`config.mk`:
```
export PLATFORM = sky130hd
export DESIGN_NAME = websocket_frame_receiver_flat
export DESIGN_NICKNAME = d
export VERILOG_FILES = /design/src/sv/wsr_pkg.sv /design/src/sv/wsr_stream_if.sv /design/src/sv/wsr_parser.sv /design/src/sv/websocket_frame_receiver.sv /design/src/flat_wrapper.sv
export VERILOG_INCLUDE_DIRS = /design/src /design/src/sv
export SDC_FILE = /design/constraint.sdc
export NUM_CORES = 1
export LEC_CHECK = 0
export ABC_CLOCK_PERIOD_IN_PS = 7600
export BUFFER_PORTS_ARGS = -buffer_cell sky130_fd_sc_hd__clkbuf_2
export CORE_ASPECT_RATIO = 2
export CORE_MARGIN = 2
export CORE_UTILIZATION = 50
export DETAILED_ROUTE_END_ITERATION = 8
export PLACE_DENSITY = 0.69
export REMOVE_ABC_BUFFERS = 1
export SYNTH_ARGS = -nofsm -noshare
export SYNTH_HDL_FRONTEND = slang
export SYNTH_HIERARCHICAL = 1
export SYNTH_SLANG_ARGS = --single-unit
```
`constraint.sdc`:
```
create_clock -name clock -period 7.6 [get_ports clock]
set_input_delay 0.38 -clock clock [delete_from_list [all_inputs] [get_ports clock]]
set_output_delay 0.38 -clock clock [all_outputs]
set_load 0.02 [all_outputs]
```
`src/sv/websocket_frame_receiver_assert.svh`:
```
// Assertion macros for the WebSocket frame receiver.
// No dependencies; included by the top level, the only module that checks its own logic.
`ifndef WEBSOCKET_FRAME_RECEIVER_ASSERT_SVH
`define WEBSOCKET_FRAME_RECEIVER_ASSERT_SVH
`ifndef SYNTHESIS
// Same-cycle implication under a synchronous reset.
`define WSR_ASSERT_IMP(lbl, clk, rst, ante, cons) \
   lbl: assert property (@(posedge clk) disable iff (rst) (ante) |-> (cons)) \
      else $error("wsr assertion failed");
// Next-cycle implication under a synchronous reset.
`define WSR_ASSERT_NEXT(lbl, clk, rst, ante, cons) \
   lbl: assert property (@(posedge clk) disable iff (rst) (ante) |=> (cons)) \
      else $error("wsr assertion failed");
`else
`define WSR_ASSERT_IMP(lbl, clk, rst, ante, cons)
`define WSR_ASSERT_NEXT(lbl, clk, rst, ante, cons)
`endif
`endif

```
`src/sv/wsr_pkg.sv`:
```
// Shared types, codes and helper functions of the WebSocket frame receiver.
// No dependencies; imported by the parser and the top level.
package wsr_pkg;

   // result kinds
   localparam logic [2:0] KIND_TEXT  = 3'd0;
   localparam logic [2:0] KIND_BIN   = 3'd1;
   localparam logic [2:0] KIND_PING  = 3'd2;
   localparam logic [2:0] KIND_CLOSE = 3'd3;
   localparam logic [2:0] KIND_PONG  = 3'd4;
   localparam logic [2:0] KIND_ERR   = 3'd5;

   // frame opcodes
   localparam logic [3:0] OP_CONT  = 4'h0;
   localparam logic [3:0] OP_TEXT  = 4'h1;
   localparam logic [3:0] OP_BIN   = 4'h2;
   localparam logic [3:0] OP_CLOSE = 4'h8;
   localparam logic [3:0] OP_PING  = 4'h9;
   localparam logic [3:0] OP_PONG  = 4'hA;

   // open message type
   localparam logic [1:0] MSG_NONE = 2'd0;
   localparam logic [1:0] MSG_TEXT = 2'd1;
   localparam logic [1:0] MSG_BIN  = 2'd2;

   // second header byte length codes
   localparam logic [6:0] LEN_EXT16 = 7'd126;
   localparam logic [6:0] LEN_EXT64 = 7'd127;

   typedef struct packed {
      logic       command;
      logic [7:0] rx_byte;
      logic       block_last;
   } req_type;

   typedef struct packed {
      logic [2:0] kind;
      logic [7:0] payload_byte;
      logic       has_data;
      logic       frame_end;
      logic       message_end;
      logic       reply_close;
   } rsp_type;

   typedef struct packed {
      logic    valid;
      rsp_type item;
   } parse_out_type;

   function automatic logic [2:0] frame_kind(input logic [3:0] opcode,
                                             input logic [1:0] msg_type);
      logic [2:0] k;
      begin
         case (opcode)
            OP_CONT: begin
               if (msg_type == MSG_TEXT) k = KIND_TEXT;
               else if (msg_type == MSG_BIN) k = KIND_BIN;
               else k = KIND_ERR;
            end
            OP_TEXT:  k = KIND_TEXT;
            OP_BIN:   k = KIND_BIN;
            OP_CLOSE: k = KIND_CLOSE;
            OP_PING:  k = KIND_PING;
            OP_PONG:  k = KIND_PONG;
            default:  k = KIND_ERR;
         endcase
         return k;
      end
   endfunction

   function automatic logic kind_has_data(input logic [2:0] k);
      return (k == KIND_TEXT) || (k == KIND_BIN) || (k == KIND_PING) ||
             (k == KIND_CLOSE);
   endfunction

endpackage

```
`src/sv/wsr_stream_if.sv`:
```
// Valid/ready stream channel used for the request and response sides.
// No dependencies; the payload type is set by the instantiating module.
interface wsr_stream_if #(parameter type payload_type = logic);
   logic        valid;
   logic        ready;
   payload_type payload;

   modport source (output valid, output payload, input ready);
   modport sink (input valid, input payload, output ready);
endinterface

```
`src/sv/wsr_parser.sv`:
```
// Frame parser state and per-beat decode of the WebSocket frame receiver.
// Depends on wsr_pkg for the item types, codes and kind helpers.
module wsr_parser
   import wsr_pkg::*;
(
   input  logic          clock,
   input  logic          reset,
   input  logic          step,
   input  req_type       item,
   output parse_out_type result
);

   localparam logic [2:0] PH_HDR0 = 3'd0;
   localparam logic [2:0] PH_HDR1 = 3'd1;
   localparam logic [2:0] PH_EXT  = 3'd2;
   localparam logic [2:0] PH_KEY  = 3'd3;
   localparam logic [2:0] PH_DATA = 3'd4;

   logic [2:0]  phase_ff, phase_in;
   logic [3:0]  count_ff, count_in;
   logic        fin_ff, fin_in;
   logic [3:0]  opcode_ff, opcode_in;
   logic        masked_ff, masked_in;
   logic [63:0] left_ff, left_in;
   logic [31:0] key_ff, key_in;
   logic [1:0]  idx_ff, idx_in;
   logic [1:0]  msg_ff, msg_in;
   logic        close_sent_ff, close_sent_in;
   logic        drop_ff, drop_in;

   logic        hd_now, hd_masked;
   logic [63:0] hd_len;
   logic        end_now, end_has;
   logic [7:0]  end_byte;
   logic [7:0]  key_byte, data_byte;
   logic [2:0]  kind_now;

   assign kind_now = frame_kind(opcode_ff, msg_ff);

   always_comb begin
      case (idx_ff)
         2'd0:    key_byte = key_ff[31:24];
         2'd1:    key_byte = key_ff[23:16];
         2'd2:    key_byte = key_ff[15:8];
         default: key_byte = key_ff[7:0];
      endcase
   end

   assign data_byte = masked_ff ? (item.rx_byte ^ key_byte) : item.rx_byte;

   always_comb begin
      phase_in      = phase_ff;
      count_in      = count_ff;
      fin_in        = fin_ff;
      opcode_in     = opcode_ff;
      masked_in     = masked_ff;
      left_in       = left_ff;
      key_in        = key_ff;
      idx_in        = idx_ff;
      msg_in        = msg_ff;
      close_sent_in = close_sent_ff;
      drop_in       = drop_ff;
      hd_now        = 1'b0;
      hd_masked     = 1'b0;
      hd_len        = '0;
      end_now       = 1'b0;
      end_has       = 1'b0;
      end_byte      = '0;
      result        = '0;

      if (item.command) begin
         close_sent_in = 1'b1;
         msg_in        = MSG_NONE;
      end else if (drop_ff) begin
         // discard the rest of the receive block after a close
         if (item.block_last) drop_in = 1'b0;
      end else begin
         unique case (phase_ff)
            PH_HDR0: begin
               fin_in    = item.rx_byte[7];
               opcode_in = item.rx_byte[3:0];
               phase_in  = PH_HDR1;
            end
            PH_HDR1: begin
               masked_in = item.rx_byte[7];
               if (item.rx_byte[6:0] == LEN_EXT16 || item.rx_byte[6:0] == LEN_EXT64) begin
                  count_in = (item.rx_byte[6:0] == LEN_EXT16) ? 4'd2 : 4'd8;
                  left_in  = '0;
                  phase_in = PH_EXT;
               end else begin
                  left_in   = {57'd0, item.rx_byte[6:0]};
                  hd_now    = 1'b1;
                  hd_masked = item.rx_byte[7];
                  hd_len    = {57'd0, item.rx_byte[6:0]};
               end
            end
            PH_EXT: begin
               left_in  = {left_ff[55:0], item.rx_byte};
               count_in = count_ff - 4'd1;
               if (count_ff == 4'd1) begin
                  hd_now    = 1'b1;
                  hd_masked = masked_ff;
                  hd_len    = {left_ff[55:0], item.rx_byte};
               end
            end
            PH_KEY: begin
               key_in   = {key_ff[23:0], item.rx_byte};
               count_in = count_ff - 4'd1;
               if (count_ff == 4'd1) begin
                  idx_in = 2'd0;
                  if (left_ff == 64'd0) end_now = 1'b1;
                  else phase_in = PH_DATA;
               end
            end
            PH_DATA: begin
               idx_in  = idx_ff + 2'd1;
               left_in = left_ff - 64'd1;
               if (left_ff == 64'd1) begin
                  end_now  = 1'b1;
                  end_has  = 1'b1;
                  end_byte = data_byte;
               end else if (kind_has_data(kind_now)) begin
                  result.valid             = 1'b1;
                  result.item.kind         = kind_now;
                  result.item.payload_byte = data_byte;
                  result.item.has_data     = 1'b1;
                  result.item.message_end  = fin_ff;
                  result.item.reply_close  = (kind_now == KIND_CLOSE) && !close_sent_ff;
               end
            end
            default: phase_in = PH_HDR0;
         endcase
      end

      // header complete: fetch the key, or go to payload, or end an empty frame
      if (hd_now) begin
         if (hd_masked) begin
            phase_in = PH_KEY;
            count_in = 4'd4;
         end else begin
            idx_in = 2'd0;
            if (hd_len == 64'd0) end_now = 1'b1;
            else phase_in = PH_DATA;
         end
      end

      if (end_now) begin
         phase_in = PH_HDR0;
         result.valid             = 1'b1;
         result.item.kind         = kind_now;
         result.item.has_data     = end_has && kind_has_data(kind_now);
         result.item.payload_byte = (end_has && kind_has_data(kind_now)) ? end_byte : 8'd0;
         result.item.frame_end    = 1'b1;
         result.item.message_end  = fin_ff;
         case (kind_now) inside
            KIND_TEXT, KIND_BIN: begin
               if (fin_ff) msg_in = MSG_NONE;
               else msg_in = (kind_now == KIND_TEXT) ? MSG_TEXT : MSG_BIN;
            end
            KIND_CLOSE: begin
               if (!close_sent_ff) begin
                  result.item.reply_close = 1'b1;
                  msg_in = MSG_NONE;
               end
               close_sent_in = 1'b1;
               if (!item.block_last) drop_in = 1'b1;
            end
            KIND_ERR: begin
               result.item.reply_close = 1'b1;
               close_sent_in = 1'b1;
               msg_in = MSG_NONE;
            end
            default: ;
         endcase
      end
   end

   always_ff @(posedge clock) begin
      if (reset) begin
         phase_ff      <= PH_HDR0;
         count_ff      <= '0;
         fin_ff        <= 1'b0;
         opcode_ff     <= '0;
         masked_ff     <= 1'b0;
         left_ff       <= '0;
         key_ff        <= '0;
         idx_ff        <= '0;
         msg_ff        <= MSG_NONE;
         close_sent_ff <= 1'b0;
         drop_ff       <= 1'b0;
      end else if (step) begin
         phase_ff      <= phase_in;
         count_ff      <= count_in;
         fin_ff        <= fin_in;
         opcode_ff     <= opcode_in;
         masked_ff     <= masked_in;
         left_ff       <= left_in;
         key_ff        <= key_in;
         idx_ff        <= idx_in;
         msg_ff        <= msg_in;
         close_sent_ff <= close_sent_in;
         drop_ff       <= drop_in;
      end
   end

endmodule

```
`src/sv/websocket_frame_receiver.sv`:
```
// WebSocket frame receiver: receive-side frame parser and payload unmasker.
// Channel req (sink) takes one beat per stream byte or a local close command:
//   command, rx_byte, block_last.
// Channel rsp (source) gives at most one result beat per request beat:
//   kind, payload_byte, has_data, frame_end, message_end, reply_close.
// Each request beat is held in an input register, decoded against the parser
// state and, if it makes a result, written to the result register.
// Throughput is one byte per clock while rsp does not stall; the 64-bit
// remaining-length decrement and compare in the payload phase sets the cycle
// time. Header bytes that do not end an empty frame, dropped bytes and close
// commands produce no result beat.
// A stalled rsp holds the result register; req then takes at most one more
// beat into the input register and holds ready low until the result is taken.
// Reset (synchronous) empties both registers and returns the parser to the
// first header byte with no open message and no close sent.
// Depends on wsr_pkg, wsr_stream_if, wsr_parser and the assertion macros.
`include "websocket_frame_receiver_assert.svh"
module websocket_frame_receiver
   import wsr_pkg::*;
(
   input  logic         clock,
   input  logic         reset,
   wsr_stream_if.sink   req,
   wsr_stream_if.source rsp
);

   logic          in_valid_ff, in_valid_in;
   req_type       in_item_ff;
   logic          out_valid_ff, out_valid_in;
   rsp_type       out_item_ff;
   logic          advance;
   parse_out_type parsed;

   assign advance     = in_valid_ff && (!out_valid_ff || rsp.ready);
   assign req.ready   = !in_valid_ff || advance;
   assign in_valid_in = req.valid ? 1'b1 : (in_valid_ff && !advance);
   assign out_valid_in = advance ? parsed.valid : (out_valid_ff && !rsp.ready);

   wsr_parser u_parser (
      .clock  (clock),
      .reset  (reset),
      .step   (advance),
      .item   (in_item_ff),
      .result (parsed)
   );

   always_ff @(posedge clock) begin
      if (reset) begin
         in_valid_ff  <= 1'b0;
         out_valid_ff <= 1'b0;
      end else begin
         in_valid_ff  <= req.ready ? in_valid_in : in_valid_ff;
         out_valid_ff <= out_valid_in;
      end
   end

   // payload registers: load on the beat, hold otherwise
   always_ff @(posedge clock) begin
      if (req.valid && req.ready) in_item_ff <= req.payload;
      if (advance && parsed.valid) out_item_ff <= parsed.item;
   end

   assign rsp.valid   = out_valid_ff;
   assign rsp.payload = out_item_ff;

   `WSR_ASSERT_NEXT(a_in_held, clock, reset, in_valid_ff && !advance, in_valid_ff)
   `WSR_ASSERT_IMP(a_event_at_end, clock, reset,
      out_valid_ff && (out_item_ff.kind == KIND_PONG || out_item_ff.kind == KIND_ERR),
      out_item_ff.frame_end && !out_item_ff.has_data)
   `WSR_ASSERT_IMP(a_reply_kind, clock, reset,
      out_valid_ff && out_item_ff.reply_close,
      out_item_ff.kind == KIND_CLOSE || out_item_ff.kind == KIND_ERR)
   `WSR_ASSERT_IMP(a_mid_has_data, clock, reset,
      out_valid_ff && !out_item_ff.frame_end, out_item_ff.has_data)

endmodule

```
`src/flat_wrapper.sv`:
```
// flat-port wrapper written by rule: the top's interface ports become plain ports
module websocket_frame_receiver_flat import wsr_pkg::*;
  (clock, reset, req_valid, req_payload, req_ready, rsp_valid, rsp_payload, rsp_ready);
  wsr_stream_if #(.payload_type(req_type)) req_i ();
  wsr_stream_if #(.payload_type(rsp_type)) rsp_i ();
  input  logic clock;
  input  logic reset;
  input wire logic [$bits(req_i.valid)-1:0] req_valid;
  input wire logic [$bits(req_i.payload)-1:0] req_payload;
  output wire logic [$bits(req_i.ready)-1:0] req_ready;
  output wire logic [$bits(rsp_i.valid)-1:0] rsp_valid;
  output wire logic [$bits(rsp_i.payload)-1:0] rsp_payload;
  input wire logic [$bits(rsp_i.ready)-1:0] rsp_ready;
  assign req_i.valid = req_valid;
  assign req_i.payload = req_payload;
  assign req_ready = req_i.ready;
  assign rsp_valid = rsp_i.valid;
  assign rsp_payload = rsp_i.payload;
  assign rsp_i.ready = rsp_ready;
  websocket_frame_receiver u_core (.clock(clock), .reset(reset), .req(req_i), .rsp(rsp_i));
endmodule
```
==> results by group, run 1 <==
Synth
  – Most used flip-flop cell after synthesis: dfxtp_1
  – Main combinational cell family by area after synthesis: simple AND/OR/NAND/NOR gates
  – Synth Area in Compound Gates: 0.242
  – Yosys top cell by area: dfxtp_1
  – XOR/XNOR Fraction of Synth Area: 0.0168
  – #FFs+latches synth: 142
  – Synth Cell Area: around 7800 um^2
  – Mux share of post-synthesis cell area: 0.00895
  – Top cells by area, synth: dfxtp_1 30%, edfxtp_1 9.6%, nand2_1 7.0%
  – Post-synth EDFFs: 25
  – Yosys top cell area share: 0.299
  – Top-count cell post-synth: nand2_1
  – Simple logic cell fraction of the synthesized area: 0.279
  – Ys async rst share: 0
  – Post-Synth Adder-Cell Area: 0.0160
  – Sequential fraction of the synthesis area: 0.395
  – Top cells by count, synth: 145 x nand2_1, 117 x dfxtp_1, 116 x nor2_1
  – Count of cell types in the netlist: 66
  – Synth warnings: 6
  – Synthesized area per cell: between 7 and 8 um^2
  – Gate Count Post-Synth: 1004

Clock network
  – CTS clk-pin slew, worst paths: ~70 ps
  – Root buf cell: clkbuf_16
  – H-tree depth: 4
  – CTS Sinks: approximately 140
  – Hold-fix buffers, CTS: 0
  – CTS buffer count: 17
  – Clk buf depth: 2
  – Later-pin clock latency in the skew report: roughly 430 ps
  – Post-CTS Setup Inserts: 0
  – Post_cts resized: 0
  – CTS tree: yes

Setup path
  – Worst EP arrival: around 4000 ps
  – CP Cell Sequence: nand2b_1, and2_1, inv_1, nor2_1, o21a_1, buf_4, nand2b_1, o32ai_1, a31o_2
  – WP buf/inv: 2
  – Max FO, Critical Path: 40
  – Crit Path Category: flop to flop
  – Most frequent cell on the critical path: nand2b_1
  – Crit end category: flop
  – CP max stage delay: between 600 and 700 ps
  – CP Launch Type: flop
  – Required @ worst endpoint: 7980 ps
  – Slowest CP cell: o21a_1
  – Crit path max-delay family: simple AND/OR/NAND/NOR gates

Run status
  – Status: finished clean

Cells and area
  – Reg area: between 3000 and 4000 um^2
  – Area of the multi-input gates: roughly 4400 um^2
  – Final nets: slightly above 1000
  – Syn-to-layout area delta: 10.6%
  – Share of post-route cells with drive strength above 1: 0.0971
  – Antenna diodes: 0
  – Post-layout util: 0.566
  – Fill count: 1456

STA
  – Min Tclk post-route: about 3700 ps
  – Final Hold Fails: 0
  – Setup TNS Final: 0 ps
  – Slew Limit Fails: 0
  – Worst slew margin: 0.264
  – RSZ-0062 raised after global routing: false
  – Skew final: 7.95 ps
  – Final setup margin: just under 4000 ps
  – Final Cycle Share: 0.487
  – Fin Hold WS: 122 ps
  – Final setup viols: 0
  – Max Freq: 270 MHz
  – Slew @ Worst Pin: between 1000 and 1500 ps

Flow run
  – MaxCap Viol Count: 0

Floorplan
  – Die Area: ~17000 um^2
  – Starting density of the core: 0.512
  – I/O pin total: 31
  – Std cell rows: 64
  – Die Y: 181 um
  – Die width: between 90 and 100 um
  – Core area: ~15000 um^2

Global route
  – Vias in the first global route: 7407
  – First-pass GRT wire length: 38.0 mm
  – Gr ovfl total: 0
  – Initial antenna violation count: 0
  – GR Util All Layers: 0.286
  – Largest net degree at the start of global routing: 77

Place
  – Final Wtd Congestion: 0.983
  – Worst slack, placed: approximately 3900 ps
  – Buffers added on ports: 30
  – Post-DP HPWL: roughly 16 mm

Detailed routing
  – Routed vias/inst: approximately 6.4
  – Initial DRT Pass Iterations: 5
  – Vias: slightly below 8000
  – Final wirelength: 23.8 mm
  – DR DRC count: 0
  – Starting DRT DRC Count: around 650
  – Post-route ant nets: 0
  – Routed wire per std cell: between 15 and 20 um

Pwr
  – Max VDD drop: between 0.1 and 0.15 mV
  – Leak: around 3.1 nW
  – Power per Cell Area: slightly above 200 nW/um^2

Min path
  – HP Class: primary input to flop
==> report_power, final <==
part           switching (W)  internal [W]  leakage, nW
clock network       0.000375      0.000468        0.285
registers          0.0000128      0.000771         1.20
logic              0.0000827     0.0000360         1.62
total               0.000470       0.00127         3.10
==> cell families (layout without fill, tap and decap cells) <==
logic type               Yosys count  in the layout
AND/OR/NAND/NOR                  446            446
AO/OA/AOI/OAI                    298            298
flip-flops                       142            142
buffers and inverters             86             91
XOR/XNOR                          15             15
adder cells (fa/ha/maj)           10             10
multiplexers                       7              7
==> worst register-to-register path, delay by kind of cell (launching register included) <==
| family | cells | cell delay (ps) |
|---|---|---|
| AOI/OAI and AO/OA | 3 | 1160 |
| buffers and inverters | 2 | 670 |
| DFF | 1 | 340 |
| and+or+nand+nor | 4 | 1490 |
==> per-layer routing <==
metal  wire length [um]  track usage  vias up
met2              12600        0.519      317
met4               1350        0.177        0
met1               8690        0.300     3689
met5                  0            0        -
li1                   -            -     3674
met3               1150       0.0450       91
==> path summary, 6_finish.rpt <==
| kind | to | from | depth (start not counted) | slack, ps |
|---|---|---|---|---|
| worst max register to register | u_core/u_parser/left_ff[39] | u_core/rsp.valid | 9 | 3900 |
| worst max-delay path | u_core/u_parser/left_ff[39] | u_core/rsp.valid | 9 | 3900 |
| worst min register to register | u_core/u_parser/key_ff[25] | u_core/u_parser/key_ff[25] | 2 | 460 |
| worst min-delay path | u_core/in_item_ff[0] | req_payload[0] | 1 | 120 |
==> cell usage in the layout (no fill, tap or decap), types with 18 or more instances in the layout <==
cell type	instances
o21ai_0	64
nor2_1	115
edfxtp_1	25
nor4_1	18
inv_1	20
a21oi_1	98
dfxtp_1	117
nand3_1	21
clkbuf_2	29
or3_1	18
nor3_1	40
a22oi_1	24
nand2_1	145
==> final cells by class <==
type / count / area share
clock buffer: 17 / 0.0491
clock inverter: 15 / 0.0188
multi-input combinational: 776 / 0.512
sequential: 142 / 0.357
timing repair buffer: 39 / 0.0254
tap: 198 / 0.0286
inverter: 20 / 0.00867
==> registers in the layout, indices dropped and copies added, names as in the netlist <==
register and flops:
u_core/u_parser/drop_ff 1, u_core/in_valid_ff 1, u_core/u_parser/count_ff 4, u_core/u_parser/masked_ff 1, u_core/rsp.payload 15, u_core/u_parser/opcode_ff 4
u_core/u_parser/idx_ff 2, u_core/u_parser/left_ff 64, u_core/u_parser/fin_ff 1, u_core/u_parser/close_sent_ff 1, u_core/in_item_ff 10, u_core/rsp.valid 1
u_core/u_parser/msg_ff 2, u_core/u_parser/phase_ff 3, u_core/u_parser/key_ff 32
==> metrics by stage <==
step | std cells | cell area [um^2] | power (W)
after floorplan | 938 | 7580 | 0.000869
after global placement | 1175 | 8070 | 0.000917
after detailed placement | 1175 | 8070 | 0.000916
after CTS | 1207 | 8660 | 0.00176
after global routing | 1207 | 8660 | 0.00180
final | 1207 | 8660 | 0.00174
(Power assumes the default switching activity.)
==> run 2: changes to the inputs <==
Settings changed: ABC_CLOCK_PERIOD_IN_PS 7600 to 3850.
Clock period 7.6 ns to 3.85 ns, I/O delays scaled along.
==> run 2 against run 1 <==
Net effect:
- die area unchanged
- via count up 2.0%
- global-route usage up 1.0 points
- flip-flop and latch count unchanged
- worst setup slack worse by 3500 ps
- first-iteration DRC count down 4.9%
- highest routed layer unchanged
- clock-buffer cell count up 3
==> results by group, run 2 (synthesis gave the netlist of run 1 again) <==
Cells and area
  – Post-route cell area: approximately 9000 um^2
  – Final nets: about 1000
  – Most frequent cells in the layout: 145 x nand2_1, 117 x dfxtp_1, 115 x nor2_1
  – Share of post-route cells with drive strength above 1: 0.109
  – Max FFs per register: 64
  – Syn-to-layout area delta: 12.9%
  – Most common cell after layout, fill and taps aside: nand2_1
  – Antenna diodes: 0
  – Reg with most FFs: u_core/u_parser/left_ff
  – Post-layout util: 0.578

Clock network
  – CTS tree: yes
  – Post_cts resized: 0
  – CTS Sinks: about 140
  – H-tree depth: 4
  – CTS clk-pin slew, worst paths: 60 ps
  – Later-pin clock latency in the skew report: roughly 430 ps
  – Post-CTS Setup Inserts: 0
  – Root buf cell: clkbuf_16
  – Clk buf depth: 2
  – Hold-fix buffers, CTS: 11
  – CTS buffer count: 17

Place
  – Post-DP HPWL: 17.0 mm
  – Placed Area: about 8200 um^2
  – Final Wtd Congestion: a little under 1
  – Worst slack, placed: around 490 ps
  – Buffers added on ports: 30

STA
  – Skew final: ~13 ps
  – Worst slew margin: 0.242
  – Final setup margin: ~390 ps
  – RSZ-0062 raised after global routing: false
  – Final setup viols: 0
  – Final Hold Fails: 0
  – Slew @ Worst Pin: 1140 ps
  – Min Tclk post-route: roughly 3500 ps
  – Max Freq: just under 300 MHz
  – Slew Limit Fails: 0
  – Final Cycle Share: 0.898

Run status
  – Status: finished clean

Detailed routing
  – Vias: about 8000
  – Initial DRT Pass Iterations: 8
  – Final wirelength: approximately 24 mm
  – Starting DRT DRC Count: 619
  – Post-route ant nets: 0
  – Routed wire per std cell: approximately 20 um
  – DR DRC count: 0
  – Routed vias/inst: ~6.4

Min path
  – HP Class: primary input to flop

Floorplan
  – Die Area: roughly 17000 um^2
  – Die width: between 90 and 100 um
  – I/O pin total: 31
  – Die Y: approximately 180 um
  – Core area: approximately 15000 um^2
  – Starting density of the core: 0.512
  – Std cell rows: between 60 and 70

Setup path
  – CP Launch Type: flop
  – Slowest CP cell: or4_1
  – Crit end category: flop
  – CP max stage delay: a little over 700 ps
  – Max FO, Critical Path: 15
  – Crit Path Category: flop to flop
  – Required @ worst endpoint: ~4000 ps
  – Worst EP arrival: 3570 ps
  – Crit path max-delay family: simple AND/OR/NAND/NOR gates
  – WP buf/inv: 2
  – CP Cell Sequence: or4_1, or4_1, nor4_1, a21o_1, a21oi_1, a2bb2oi_1, inv_1, nand2_1, nor2b_1, buf_4
  – Most frequent cell on the critical path: or4_1

Global route
  – Initial antenna violation count: 0
  – First-pass GRT wire length: slightly below 40 mm
  – Gr ovfl total: 0
  – Vias in the first global route: 7882
  – GR Util All Layers: 0.296
  – Largest net degree at the start of global routing: 46

Pwr
  – Power per Cell Area: ~370 nW/um^2
  – Max VDD drop: between 0.2 and 0.25 mV
  – Leak: between 3 and 4 nW

Flow run
  – MaxCap Viol Count: 0
==> run 2: changes by cell type in the layout (fill, tap and decap cells not counted), sizes merged <==
cell,delta
bufinv,-1
inv,-6
dlygate4sd3,+11
buf,+17
clkbuf,+3
clkinv,+2
clkinvlp,+2
==> run 2: layer usage <==
layer  part of all wire  GRT usage  wire length [um]  vias up
met5                  0          0                 0        -
li1                   -          -                 -     3726
met1               0.36      0.300              8620     3789
met2               0.54      0.534             13000      307
met3              0.045     0.0567              1090      101
met4              0.060      0.199              1450        0
==> run 2: cell type report <==
type	count	area (um^2)
well taps	198	248
multi-input cells	776	4430
inverters	20	75.1
flip-flops and latches	142	3090
clock buffers	20	447
repair buffers	67	458
fillers	1458	6450
clock inverters	12	87.6
==> run 2: stage by stage <==
step	TNS (ps)	hold slack, ps	std cells	total power, W
floorplan	-71490	255	938	0.00172
global placement	0	371	1192	0.00182
detailed placement	0	371	1192	0.00182
CTS	0	63.7	1235	0.00332
global route	0	74.3	1235	0.00343
finish	0	76.2	1235	0.00331
==> run 2: where the power goes <==
| group | leakage (nW) | internal [W] | switching [W] |
|---|---|---|---|
| logic | 1.75 | 0.0000870 | 0.000167 |
| clock network | 0.254 | 0.000844 | 0.000662 |
| registers | 1.20 | 0.00152 | 0.0000251 |
==> run 2: final timing paths <==
kind                                    start                          to  slack, ps  cells after the start
setup / recovery  u_core/u_parser/left_ff[19]      u_core/rsp.payload[13]        390                     10
hold / removal                      rsp_ready          u_core/in_valid_ff         80                      3
setup reg to reg  u_core/u_parser/left_ff[19]      u_core/rsp.payload[13]        390                     10
hold reg to reg    u_core/u_parser/key_ff[27]  u_core/u_parser/key_ff[27]        460                      2
==> run 2: worst reg2reg max path, stage by stage, from the launching register on <==
cell and delay [ps]:
dfxtp_1 370, or4_1 710, or4_1 590, nor4_1 440
a21o_1 210, a21oi_1 120, a2bb2oi_1 210, inv_1 80
nand2_1 60, nor2b_1 120, buf_4 240
